[src/rtl/core/ugf_pkg.sv]
`default_nettype none
package ugf_pkg;

	localparam int QDepth = 2;
	localparam int QPtrW  = 1;
	localparam int QCntW  = 2;

	localparam logic [7:0] NUL = 8'h00;

	// folded byte string, bytes[0] goes out first
	typedef struct packed {
		logic [3:0][7:0] bytes;
		logic [2:0]      cnt;
	} fold_t;

	typedef struct packed {
		logic  valid;
		fold_t entry;
	} q_port_t;

	function automatic fold_t str(input logic [7:0] c0, input logic [7:0] c1,
			input logic [7:0] c2, input logic [7:0] c3, input logic [2:0] n);
		fold_t f;
		f.bytes = {c3, c2, c1, c0};
		f.cnt   = n;
		return f;
	endfunction

	function automatic fold_t none_str();
		return str(NUL, NUL, NUL, NUL, 3'd0);
	endfunction

	function automatic fold_t utf8(input logic [20:0] cp);
		fold_t f;
		if (cp < 21'h000080) begin
			f = str({1'b0, cp[6:0]}, NUL, NUL, NUL, 3'd1);
		end else if (cp < 21'h000800) begin
			f = str({3'b110, cp[10:6]}, {2'b10, cp[5:0]}, NUL, NUL, 3'd2);
		end else if (cp < 21'h010000) begin
			f = str({4'b1110, cp[15:12]}, {2'b10, cp[11:6]}, {2'b10, cp[5:0]},
				NUL, 3'd3);
		end else begin
			f = str({5'b11110, cp[20:18]}, {2'b10, cp[17:12]}, {2'b10, cp[11:6]},
				{2'b10, cp[5:0]}, 3'd4);
		end
		return f;
	endfunction

	function automatic fold_t one(input logic [7:0] c0);
		return str(c0, NUL, NUL, NUL, 3'd1);
	endfunction

	function automatic fold_t two(input logic [7:0] c0, input logic [7:0] c1);
		return str(c0, c1, NUL, NUL, 3'd2);
	endfunction

	function automatic fold_t greek_letter(input logic [9:0] cp);
		fold_t f;
		case (cp) inside
			10'h391, 10'h386:                   f = one("A");
			10'h392:                            f = one("B");
			10'h393:                            f = one("G");
			10'h394:                            f = one("D");
			10'h395, 10'h397, 10'h388, 10'h389: f = one("E");
			10'h396:                            f = one("Z");
			10'h398:                            f = two("T", "h");
			10'h399, 10'h38A:                   f = one("I");
			10'h39A:                            f = one("K");
			10'h39B:                            f = one("L");
			10'h39C:                            f = one("M");
			10'h39D:                            f = one("N");
			10'h39E:                            f = one("X");
			10'h39F, 10'h3A9, 10'h38C, 10'h38F: f = one("O");
			10'h3A0:                            f = one("P");
			10'h3A1:                            f = one("R");
			10'h3A3:                            f = one("S");
			10'h3A4:                            f = one("T");
			10'h3A5, 10'h38E:                   f = one("Y");
			10'h3A6:                            f = two("P", "h");
			10'h3A7:                            f = two("C", "h");
			10'h3A8:                            f = two("P", "s");
			10'h3B1, 10'h3AC:                   f = one("a");
			10'h3B2:                            f = one("b");
			10'h3B3:                            f = one("g");
			10'h3B4:                            f = one("d");
			10'h3B5, 10'h3B7, 10'h3AD, 10'h3AE: f = one("e");
			10'h3B6:                            f = one("z");
			10'h3B8:                            f = two("t", "h");
			10'h3B9, 10'h3AF, 10'h3CA, 10'h390: f = one("i");
			10'h3BA:                            f = one("k");
			10'h3BB:                            f = one("l");
			10'h3BC:                            f = one("m");
			10'h3BD:                            f = one("n");
			10'h3BE:                            f = one("x");
			10'h3BF, 10'h3C9, 10'h3CC, 10'h3CE: f = one("o");
			10'h3C0:                            f = one("p");
			10'h3C1:                            f = one("r");
			10'h3C2, 10'h3C3:                   f = one("s");
			10'h3C4:                            f = one("t");
			10'h3C5, 10'h3CD, 10'h3CB, 10'h3B0: f = one("y");
			10'h3C6:                            f = two("p", "h");
			10'h3C7:                            f = two("c", "h");
			10'h3C8:                            f = two("p", "s");
			default:                            f = none_str();
		endcase
		return f;
	endfunction

	function automatic fold_t vowel_row(input logic [3:0] sel);
		fold_t f;
		case (sel) inside
			4'h0:       f = one("a");
			4'h1, 4'h2: f = one("e");
			4'h3:       f = one("i");
			4'h4, 4'h6: f = one("o");
			default:    f = one("y");
		endcase
		return f;
	endfunction

	// offset within greek extended block
	function automatic fold_t greek_ext(input logic [7:0] off);
		fold_t f;
		if (off <= 8'h6F)                     f = vowel_row(off[7:4]);
		else if (off <= 8'h7D)                f = vowel_row({1'b0, off[3:1]});
		else if (off <= 8'h7F)                f = none_str();
		else if (off <= 8'h8F)                f = one("a");
		else if (off <= 8'h9F)                f = one("e");
		else if (off <= 8'hAF)                f = one("o");
		else if (off <= 8'hBC)                f = one("a");
		else if (off <= 8'hBF)                f = none_str();
		else if (off <= 8'hCC)                f = one("e");
		else if (off <= 8'hCF)                f = none_str();
		else if (off <= 8'hDF)                f = one("i");
		else if (off == 8'hE5 || off == 8'hEC) f = one("r");
		else if (off <= 8'hEF)                f = one("y");
		else                                  f = one("o");
		return f;
	endfunction

	function automatic fold_t symbol_map(input logic [20:0] cp, output logic hit);
		fold_t f;
		hit = 1'b1;
		case (cp) inside
			21'h2122:                   f = str("(", "T", "M", ")", 3'd4);
			21'h2120:                   f = str("(", "S", "M", ")", 3'd4);
			21'h2117:                   f = str("(", "P", ")", NUL, 3'd3);
			21'h2190:                   f = two("<", "-");
			21'h2192:                   f = two("-", ">");
			21'h2194:                   f = str("<", "-", ">", NUL, 3'd3);
			21'h21D2:                   f = two("=", ">");
			21'h21D0, 21'h2264:         f = two("<", "=");
			21'h2191:                   f = one("^");
			21'h2193, 21'h2713, 21'h2714: f = one("v");
			21'h2248:                   f = one("~");
			21'h2260:                   f = two("!", "=");
			21'h2265:                   f = two(">", "=");
			21'h2219, 21'h2605, 21'h2606: f = one("*");
			21'h2665, 21'h2764:         f = two("<", "3");
			default: begin
				f   = none_str();
				hit = 1'b0;
			end
		endcase
		return f;
	endfunction

	function automatic fold_t fold_cp(input logic [20:0] cp);
		fold_t f;
		fold_t sym;
		logic  sym_hit;
		logic  pass;
		logic  drop;
		pass = (cp < 21'h000370) || (cp >= 21'h000400 && cp <= 21'h0004FF) ||
			(cp >= 21'h002012 && cp <= 21'h002064) ||
			(cp >= 21'h0020A0 && cp <= 21'h0020C0);
		drop = (cp >= 21'h01F000 && cp <= 21'h01FAFF) ||
			(cp >= 21'h002300 && cp <= 21'h0027BF) ||
			(cp >= 21'h002B00 && cp <= 21'h002BFF) ||
			(cp >= 21'h00FE00 && cp <= 21'h00FE0F) ||
			cp == 21'h00200D || cp == 21'h002060;
		sym = symbol_map(cp, sym_hit);
		if (pass)                                         f = utf8(cp);
		else if (cp <= 21'h0003FF)                        f = greek_letter(cp[9:0]);
		else if (cp >= 21'h001F00 && cp <= 21'h001FFF)    f = greek_ext(cp[7:0]);
		else if (sym_hit)                                 f = sym;
		else if (drop)                                    f = none_str();
		else                                              f = utf8(cp);
		return f;
	endfunction

endpackage
`default_nettype wire

[src/rtl/core/ugf_front.sv]
`default_nettype none
module ugf_front import ugf_pkg::*; (
	input  wire logic        clk,
	input  wire logic        arst_n,
	input  wire logic        in_valid,
	output logic             in_stall,
	input  wire logic [20:0] code_point,
	input  wire logic        q_full,
	output q_port_t          push
);

	logic        valid_s1;
	logic [20:0] cp_s1;
	fold_t       fold_s1;
	logic        take;

	always_comb begin
		fold_s1    = fold_cp(cp_s1);
		push.valid = valid_s1 && (fold_s1.cnt != 3'd0) && !q_full;
		push.entry = fold_s1;
	end

	// dropped code points leave the stage without a queue slot
	assign in_stall = valid_s1 && (fold_s1.cnt != 3'd0) && q_full;
	assign take     = in_valid && !in_stall;

	always_ff @(posedge clk or negedge arst_n) begin
		if (!arst_n) begin
			valid_s1 <= 1'b0;
		end else if (take) begin
			valid_s1 <= 1'b1;
		end else if (!in_stall) begin
			valid_s1 <= 1'b0;
		end
	end

	always_ff @(posedge clk) begin
		if (take) begin
			cp_s1 <= code_point;
		end
	end

endmodule
`default_nettype wire

[src/rtl/core/ugf_queue.sv]
`default_nettype none
module ugf_queue import ugf_pkg::*; (
	input  wire logic    clk,
	input  wire logic    arst_n,
	input  wire q_port_t push,
	input  wire logic    pop,
	output logic         full,
	output q_port_t      head
);

	fold_t            mem_q [QDepth];
	logic [QPtrW-1:0] wr_ptr_q;
	logic [QPtrW-1:0] rd_ptr_q;
	logic [QCntW-1:0] cnt_q;
	logic             do_push;
	logic             do_pop;

	assign full       = cnt_q == QCntW'(QDepth);
	assign head.valid = cnt_q != '0;
	assign head.entry = mem_q[rd_ptr_q];
	assign do_push    = push.valid && !full;
	assign do_pop     = pop && head.valid;

	always_ff @(posedge clk or negedge arst_n) begin
		if (!arst_n) begin
			wr_ptr_q <= '0;
			rd_ptr_q <= '0;
			cnt_q    <= '0;
		end else begin
			if (do_push) begin
				wr_ptr_q <= wr_ptr_q + 1'b1;
			end
			if (do_pop) begin
				rd_ptr_q <= rd_ptr_q + 1'b1;
			end
			case ({do_push, do_pop})
				2'b10:   cnt_q <= cnt_q + 1'b1;
				2'b01:   cnt_q <= cnt_q - 1'b1;
				default: cnt_q <= cnt_q;
			endcase
		end
	end

	always_ff @(posedge clk) begin
		if (do_push) begin
			mem_q[wr_ptr_q] <= push.entry;
		end
	end

	a_cnt_bound: assert property (@(posedge clk) disable iff (!arst_n)
		cnt_q <= QCntW'(QDepth))
		else $error("queue fill beyond depth");

	a_no_empty_pop: assert property (@(posedge clk) disable iff (!arst_n)
		pop |-> head.valid)
		else $error("pop from empty queue");

	a_push_counts: assert property (@(posedge clk) disable iff (!arst_n)
		(do_push && !do_pop) |=> cnt_q == $past(cnt_q) + 1'b1)
		else $error("push not counted");

endmodule
`default_nettype wire

[src/rtl/core/ugf_back.sv]
`default_nettype none
module ugf_back import ugf_pkg::*; (
	input  wire logic    clk,
	input  wire logic    arst_n,
	input  wire q_port_t head,
	output logic         pop,
	output logic         out_valid,
	input  wire logic    out_stall,
	output logic [7:0]   out_byte,
	output logic         last_byte
);

	logic [1:0] idx_q;
	logic       emit;
	logic       is_last;

	// output register frees when empty or taken this cycle
	assign emit    = head.valid && (!out_valid || !out_stall);
	assign is_last = {1'b0, idx_q} == (head.entry.cnt - 3'd1);
	assign pop     = emit && is_last;

	always_ff @(posedge clk or negedge arst_n) begin
		if (!arst_n) begin
			out_valid <= 1'b0;
			idx_q     <= '0;
		end else begin
			if (emit) begin
				out_valid <= 1'b1;
				idx_q     <= is_last ? 2'd0 : idx_q + 2'd1;
			end else if (!out_stall) begin
				out_valid <= 1'b0;
			end
		end
	end

	always_ff @(posedge clk) begin
		if (emit) begin
			out_byte  <= head.entry.bytes[idx_q];
			last_byte <= is_last;
		end
	end

	a_head_nonzero: assert property (@(posedge clk) disable iff (!arst_n)
		head.valid |-> (head.entry.cnt != 3'd0 && head.entry.cnt <= 3'd4))
		else $error("queue head holds an empty or oversized string");

	a_idx_in_range: assert property (@(posedge clk) disable iff (!arst_n)
		head.valid |-> {1'b0, idx_q} < head.entry.cnt)
		else $error("byte index past string length");

	a_idx_idle: assert property (@(posedge clk) disable iff (!arst_n)
		!head.valid |-> idx_q == 2'd0)
		else $error("byte index left mid-string with empty queue");

endmodule
`default_nettype wire

[src/rtl/core/unicode_glyph_fold_to_utf8_unit.sv]
`default_nettype none
// channel | handshake            | fields              | beat
// --------+----------------------+---------------------+------------------------------------
// input   | in_valid, in_stall   | code_point          | one code point
// output  | out_valid, out_stall | out_byte, last_byte | one byte, last_byte on the final one
//
// a code point is taken every cycle while the two-entry queue has room
// output runs one byte a cycle while out_stall is low; an item folds to 1 to 4
// bytes, and dropped code points (0 bytes) never take a queue slot
// first byte passes the fold stage register, a queue entry and the output register
// reset clears all valid and pointer state; there is no clearing pass
// output stalls back up through the queue into in_stall
module unicode_glyph_fold_to_utf8_unit import ugf_pkg::*; (
	input  wire logic        clk,
	input  wire logic        arst_n,
	input  wire logic        in_valid,
	output logic             in_stall,
	input  wire logic [20:0] code_point,
	output logic             out_valid,
	input  wire logic        out_stall,
	output logic [7:0]       out_byte,
	output logic             last_byte
);

	q_port_t push;
	q_port_t head;
	logic    q_full;
	logic    pop;

	ugf_front u_front (
		.clk        (clk),
		.arst_n     (arst_n),
		.in_valid   (in_valid),
		.in_stall   (in_stall),
		.code_point (code_point),
		.q_full     (q_full),
		.push       (push)
	);

	ugf_queue u_queue (
		.clk    (clk),
		.arst_n (arst_n),
		.push   (push),
		.pop    (pop),
		.full   (q_full),
		.head   (head)
	);

	ugf_back u_back (
		.clk       (clk),
		.arst_n    (arst_n),
		.head      (head),
		.pop       (pop),
		.out_valid (out_valid),
		.out_stall (out_stall),
		.out_byte  (out_byte),
		.last_byte (last_byte)
	);

endmodule
`default_nettype wire
[config.mk]
export PLATFORM = sky130hd
export DESIGN_NAME = unicode_glyph_fold_to_utf8_unit
export DESIGN_NICKNAME = d
export VERILOG_FILES = /design/src/rtl/core/ugf_pkg.sv /design/src/rtl/core/ugf_front.sv /design/src/rtl/core/ugf_queue.sv /design/src/rtl/core/ugf_back.sv /design/src/rtl/core/unicode_glyph_fold_to_utf8_unit.sv
export SDC_FILE = /design/constraint.sdc
export NUM_CORES = 1
export LEC_CHECK = 0
export BUFFER_PORTS_ARGS = -buffer_cell sky130_fd_sc_hd__buf_2
export CORE_ASPECT_RATIO = 1.5
export CORE_UTILIZATION = 50
export CTS_CLUSTER_DIAMETER = 100
export CTS_CLUSTER_SIZE = 8
export DETAILED_ROUTE_END_ITERATION = 6
export PLACE_DENSITY = 0.79
export SETUP_SLACK_MARGIN = 0.15
export SYNTH_ARGS = -nofsm -noshare
export SYNTH_HDL_FRONTEND = slang
export SYNTH_SLANG_ARGS = --single-unit
[constraint.sdc]
create_clock -name clk -period 5.15 [get_ports clk]
set_input_delay 0.7725 -clock clk [delete_from_list [all_inputs] [get_ports clk]]
set_output_delay 0.7725 -clock clk [all_outputs]
set_load 0.01 [all_outputs]
==> results_dict.tcl, run 1 <==
set metrics [dict create \
    worstMarginPinSlew_ns 1.19 \
    die_w_um 99.3 \
    ff2ff_setup_slack_ns 0.98 \
    clk_latency_ns 0.35 \
    ios 36 \
    grt_pass1_wl_um 40200 \
    startpoint_type "flop" \
    cts_num_sinks 104 \
    netlist_instances 717 \
    instances_no_fill 904 \
    gp_congestion 1.14 \
    cellPowerDensity_nw_per_um2 408 \
    track_usage_pct 37.5 \
    cts_buffers 9 \
    vias 6580 \
    p_int_uw 2020 \
    ys_seq_area_share_pct 43.4 \
    seqPwrFrac_pct 45.5 \
    dieArea_sq_um 14700 \
    clock_power_share_pct 20.6 \
    synth_area_sq_um 7100 \
    synthFlopType "edfxtp_1" \
    n_fill_cell 1232 \
    first_iter_violations 929 \
    maxCapViolations 0 \
    port_buffers 35 \
    period_share_pct 92.3 \
    h-tree-depth 3 \
    remaining_drc_errors 6 \
    antenna_found_initial 0 \
    maxSlewHeadroom_pct 20.0 \
    critPathRequiredTime_ns 4.38 \
    ctsHoldBuffers 0 \
    rsz0062_at_grt "no" \
    synth_top_cell_by_area "edfxtp_1" \
    core-area_sq_um 13900 \
    grt_max_degree 34 \
    drt_first_pass_iters 7 \
    ys_types 88 \
    diodes 0 \
    syn_avg_cell_area_sq_um 9.90 \
    post-dp-hpwl_um 19200 \
    syn_nets 744 \
    cp-end-kind "primary output" \
    hold_class "primary input to async pin" \
    synthArstFlopShare_pct 7.69 \
    tns_ns 0 \
    drive_gt1_share_pct 17.6 \
    nets 761 \
    ir_worst_vdd_v 0.000257 \
    post-cts-setup-buffers 0 \
    die_h_um 148 \
    wire_per_inst_um 29.3 \
    worst_ep_arrival_time_ns 3.98 \
    synthTopCellsByArea "edfxtp_1, mux4_2, nand2_1" \
    cts_tree "done" \
    root_buffer "clkbuf_16" \
    path_class "flop to primary output" \
    final-seq-area_sq_um 3080 \
    synth_seq_cells 104 \
    grt_overflow 0 \
    cts.path.max_buffers 2 \
    rows 53 \
    switching_share_pct 36.1 \
    grt_pass1_vias 6592 \
    slew_viol_final 0 \
    violations "design-rule violations" \
    finalWirelength_um 26500 \
    area_growth_pct 9.06 \
    ctsResizeCount 0 \
    p_switching_uw 1140 \
    fmax_mhz 210 \
    synth-edff-count 96 \
    combPwrFrac_pct 33.9 \
    setup_viol_count_final 0 \
    synth_common_cells "edfxtp_1, nand2_1, nor2_1" \
    outcome "finished with violations" \
    hold_violations 0 \
    period_minus_slack_ns 4.75 \
    finClkSkew_ns 0.0127 \
    cp_max_fo 18 \
    synth_warnings 0 \
    start_util_pct 51.0 \
    antenna_left 0 \
    multi_input_area_sq_um 3740 \
    placed_cells 888 \
    synth.most_common_cell "edfxtp_1" \
    p_leak_uw 0.00262 \
    viasPerCell 7.28 \
    synth.top_cell.area_share_pct 40.6 \
    clk_pin_slew_worst_paths_ns 0.07 \
]
## layout make-up
class                   instances  area share (%)
multi-input cells             546            48.3
clock buffers                  10            2.96
inverters                       8           0.388
clock inverters                 6           0.663
well taps                     165            2.67
flip-flops and latches        104            39.8
repair buffers                 65            5.17
## layer usage
layer | GRT usage, % | wire length, um | share of wire, %
met1 | 40.4 | 8960 | 34
met2 | 63.3 | 12900 | 49
met3 | 8.84 | 2200 | 8.3
met4 | 27.9 | 2400 | 9.1
met5 | 0 | 0 | 0
## state kept, by name, summed over array words and instances, names as in the netlist
register          cells
u_queue.mem_q        66
u_front.cp_s1        21
u_back.out_byte       8
u_back.idx_q          2
u_queue.cnt_q         2
u_back.last_byte      1
u_back.out_valid      1
u_front.valid_s1      1
u_queue.rd_ptr_q      1
u_queue.wr_ptr_q      1
## placed cells by master, fill, tap and decap left out, types with 10 or more instances in the layout
cell type	instances
a211oi_1	10
a21oi_1	38
a31oi_1	21
and2_1	10
buf_2	35
buf_4	30
edfxtp_1	96
mux4_2	14
nand2_1	66
nand2b_1	15
nand3_1	26
nand4_1	18
nor2_1	57
nor2b_1	20
nor3_1	22
o21ai_0	27
## power by group through the flow
stage | clock, uW | combinational (uW) | sequential [uW]
after floorplan | 0 | 802 | 1340
after global placement | 0 | 1030 | 1440
after detailed placement | 0 | 1060 | 1450
after CTS | 661 | 1060 | 1440
after global routing | 685 | 1150 | 1460
final | 649 | 1070 | 1440
## critical path, cell delays in order (launching register included)
cell,delay (ns)
edfxtp_1,0.72
nor2b_1,0.77
nand3_1,0.34
nor4_1,0.40
a31oi_1,0.19
nand4bb_4,0.24
o31ai_2,0.07
buf_4,0.18
nor3_2,0.46
nor2_1,0.10
buf_2,0.16
## through the flow
stage	power (uW)	hold slack [ns]	worst slack, ns	cell area (sq um)	utilization [%]
3_5_place_dp	2510	0.495	0.789	7460	53.5
6_report	3160	0.251	0.397	7740	55.6
2_1_floorplan	2150	0.477	0.190	7100	-
4_1_cts	3160	0.257	0.394	7740	55.6
5_1_grt	3300	0.263	0.232	7740	55.6
3_3_place_gp	2470	0.469	0.724	7460	53.5
## path summary, 6_finish.rpt
kind	startpoint	endpoint	depth (start not counted)
max	u_front.cp_s1[1]	in_stall	10
min in group clk	u_back.out_valid	u_back.out_valid	2
max in group asynchronous	arst_n	u_queue.wr_ptr_q	1
max reg2reg	u_front.cp_s1[1]	u_front.cp_s1[2]	10
min reg2reg	u_back.out_valid	u_back.out_valid	2
min	arst_n	u_back.idx_q[0]	1
## logic make-up (layout without fill, tap and decap cells)
kind of cell	after synthesis	in the layout	synth area share [%]
adder cells (fa/ha/maj)	2	2	0.352
multiplexers	28	28	6.52
flip-flops	104	104	43.4
buffers and inverters	67	89	4.18
AND/OR/NAND/NOR	319	319	26.1
AO/OA/AOI/OAI	185	185	18.0
XOR/XNOR	12	12	1.48
Power figures use the tool's default switching activity.
==> inputs of run 2 (changes only) <==
GPL_TIMING_DRIVEN = 0   (was unset)
==> results_dict.tcl, run 2 (synthesis gave the netlist of run 1 again) <==
set metrics [dict create \
    critPathTopFamily "simple AND/OR/NAND/NOR gates" \
    clk_pin_slew_worst_paths_ns 0.08 \
    ir_worst_vdd_v 0.000227 \
    combPwrFrac_pct 37.6 \
    period_share_pct 93.0 \
    nets 795 \
    p_switching_uw 1180 \
    post-cts-setup-buffers 0 \
    antenna_found_initial 1 \
    final_common_cell "edfxtp_1" \
    p_int_uw 2110 \
    clock_power_share_pct 22.2 \
    total_power_uw 3290 \
    post-dp-hpwl_um 19600 \
    drive_gt1_share_pct 17.6 \
    cellPowerDensity_nw_per_um2 416 \
    largestRegisters "u_queue.mem_q x66, u_front.cp_s1 x21, u_back.out_byte x8" \
    vias 6659 \
    cts.path.max_buffers 2 \
    cts_tree "done" \
    slowest_delay_ns 0.71 \
    grt_pass1_vias 6681 \
    postPlaceCellArea_sq_um 7560 \
    path_cells "nor4_4 -> nand2_1 -> o32ai_1 -> nand2b_1 -> nand4bb_4 -> o31ai_2 -> nor3_2 -> nor2_1 -> buf_2" \
    finClkSkew_ns 0.0115 \
    seqPwrFrac_pct 40.2 \
    worstMarginPinSlew_ns 1.31 \
    startpoint_type "flop" \
    top_register "u_queue.mem_q" \
    first_iter_violations 655 \
    die_w_um 99.3 \
    start_util_pct 51.0 \
    h-tree-depth 3 \
    worst_ep_arrival_time_ns 4.02 \
    final_cell_mix "edfxtp_1, nand2_1, buf_2" \
    maxSlewHeadroom_pct 12.8 \
    port_buffers 35 \
    switching_share_pct 35.8 \
    rows 53 \
    p_leak_uw 0.00268 \
    cp-end-kind "primary output" \
    maxCapViolations 0 \
    largest_reg_flops 66 \
    core-area_sq_um 13900 \
    postLayoutCellArea_sq_um 7900 \
    root_buffer "clkbuf_16" \
    hold_violations 0 \
    critPathRequiredTime_ns 4.38 \
    ios 36 \
    fmax_mhz 209 \
    period_minus_slack_ns 4.79 \
    slew_viol_final 0 \
    path_class "flop to primary output" \
    antenna_left 0 \
    cts_buffers 9 \
    remaining_drc_errors 0 \
    post-route-util_pct 56.7 \
    cts_num_sinks 104 \
    diodes 0 \
    grt_overflow 0 \
    multi_input_area_sq_um 3750 \
    die_h_um 148 \
    track_usage_pct 36.3 \
    dieArea_sq_um 14700 \
    final-seq-area_sq_um 3080 \
    cp_slowest_cell "o32ai_1" \
    path_buf_inv 1 \
    grt_max_degree 22 \
    outcome "complete, no violations" \
    setup_viol_count_final 0 \
    drt_first_pass_iters 6 \
    hold_class "primary input to async pin" \
    wire_per_inst_um 27.6 \
    cp_max_fo 10 \
    finalWirelength_um 25900 \
    clk_latency_ns 0.36 \
    rsz0062_at_grt "no" \
    n_fill_cell 1265 \
    grt_pass1_wl_um 39300 \
    gp_congestion 1.02 \
    area_growth_pct 11.2 \
    viasPerCell 7.10 \
]
[run 2: changes by cell type in the layout (fill, tap and decap cells not counted), sizes merged]
cell	change
buf	+11
inv	+2
clkbuf	+24
clkinv	-3
[run 2: path summary, 6_finish.rpt]
kind | start | end | slack [ns] | cells past startpoint
worst max register to register | u_front.cp_s1[18] | u_front.cp_s1[0] | 0.56 | 8
max in group asynchronous | arst_n | u_back.idx_q[0] | 4.72 | 1
worst max-delay path | u_front.cp_s1[18] | in_stall | 0.36 | 9
worst min register to register | u_back.out_valid | u_back.out_valid | 0.50 | 2
worst min-delay path | arst_n | u_queue.cnt_q[0] | 0.25 | 1
min in group clk | u_back.out_valid | u_back.out_valid | 0.50 | 2
[run 2: metal layers]
metal	wire length [um]	GRT usage, %
met4	2510	31.5
met1	8790	38.7
met2	12500	60.4
met3	2040	7.94
met5	14	0
[run 2: repair_timing]
item	CTS	global route
setup endpoints to repair	0	1
hold buffers	0	0
resized for setup	0	1
hold endpoints to repair	0	0
[run 2: per-stage QoR]
step	hold slack (ns)	TNS, ns	setup WS [ns]	std cells
2_1_floorplan	0.477	0	0.190	717
3_3_place_gp	0.478	-100.91	-2.31	917
3_5_place_dp	0.481	0	0.437	922
4_1_cts	0.249	0	0.246	938
5_1_grt	0.261	0	0.178	938
6_report	0.247	0	0.362	938
[run 2: worst register-to-register path: stages, from the launching register on]
cell and delay, ns:
edfxtp_1 0.54, nor4_4 0.65, nand2_1 0.36, o32ai_1 0.71, nand2b_1 0.25, nand4bb_4 0.22, o31ai_2 0.17, nor3_2 0.50
o21a_1 0.81
[run 2: final cells by class]
| cell class | count | share of cell area (%) |
|---|---|---|
| Timing Repair Buffer | 40 | 3.03 |
| Inverter | 8 | 0.380 |
| Buffer | 59 | 3.37 |
| Sequential cell | 104 | 39.0 |
| Tap cell | 165 | 2.61 |
| Clock inverter | 5 | 0.618 |
| Clock buffer | 11 | 3.49 |
| Multi-Input combinational cell | 546 | 47.5 |
[run 2: power by group through the flow]
| stage | clock (uW) | combinational (uW) | sequential [uW] |
|---|---|---|---|
| detailed placement | 0 | 1220 | 1340 |
| global route | 760 | 1320 | 1350 |
| global placement | 0 | 1150 | 1340 |
| CTS | 735 | 1220 | 1320 |
| floorplan | 0 | 802 | 1340 |
| finish | 728 | 1240 | 1320 |
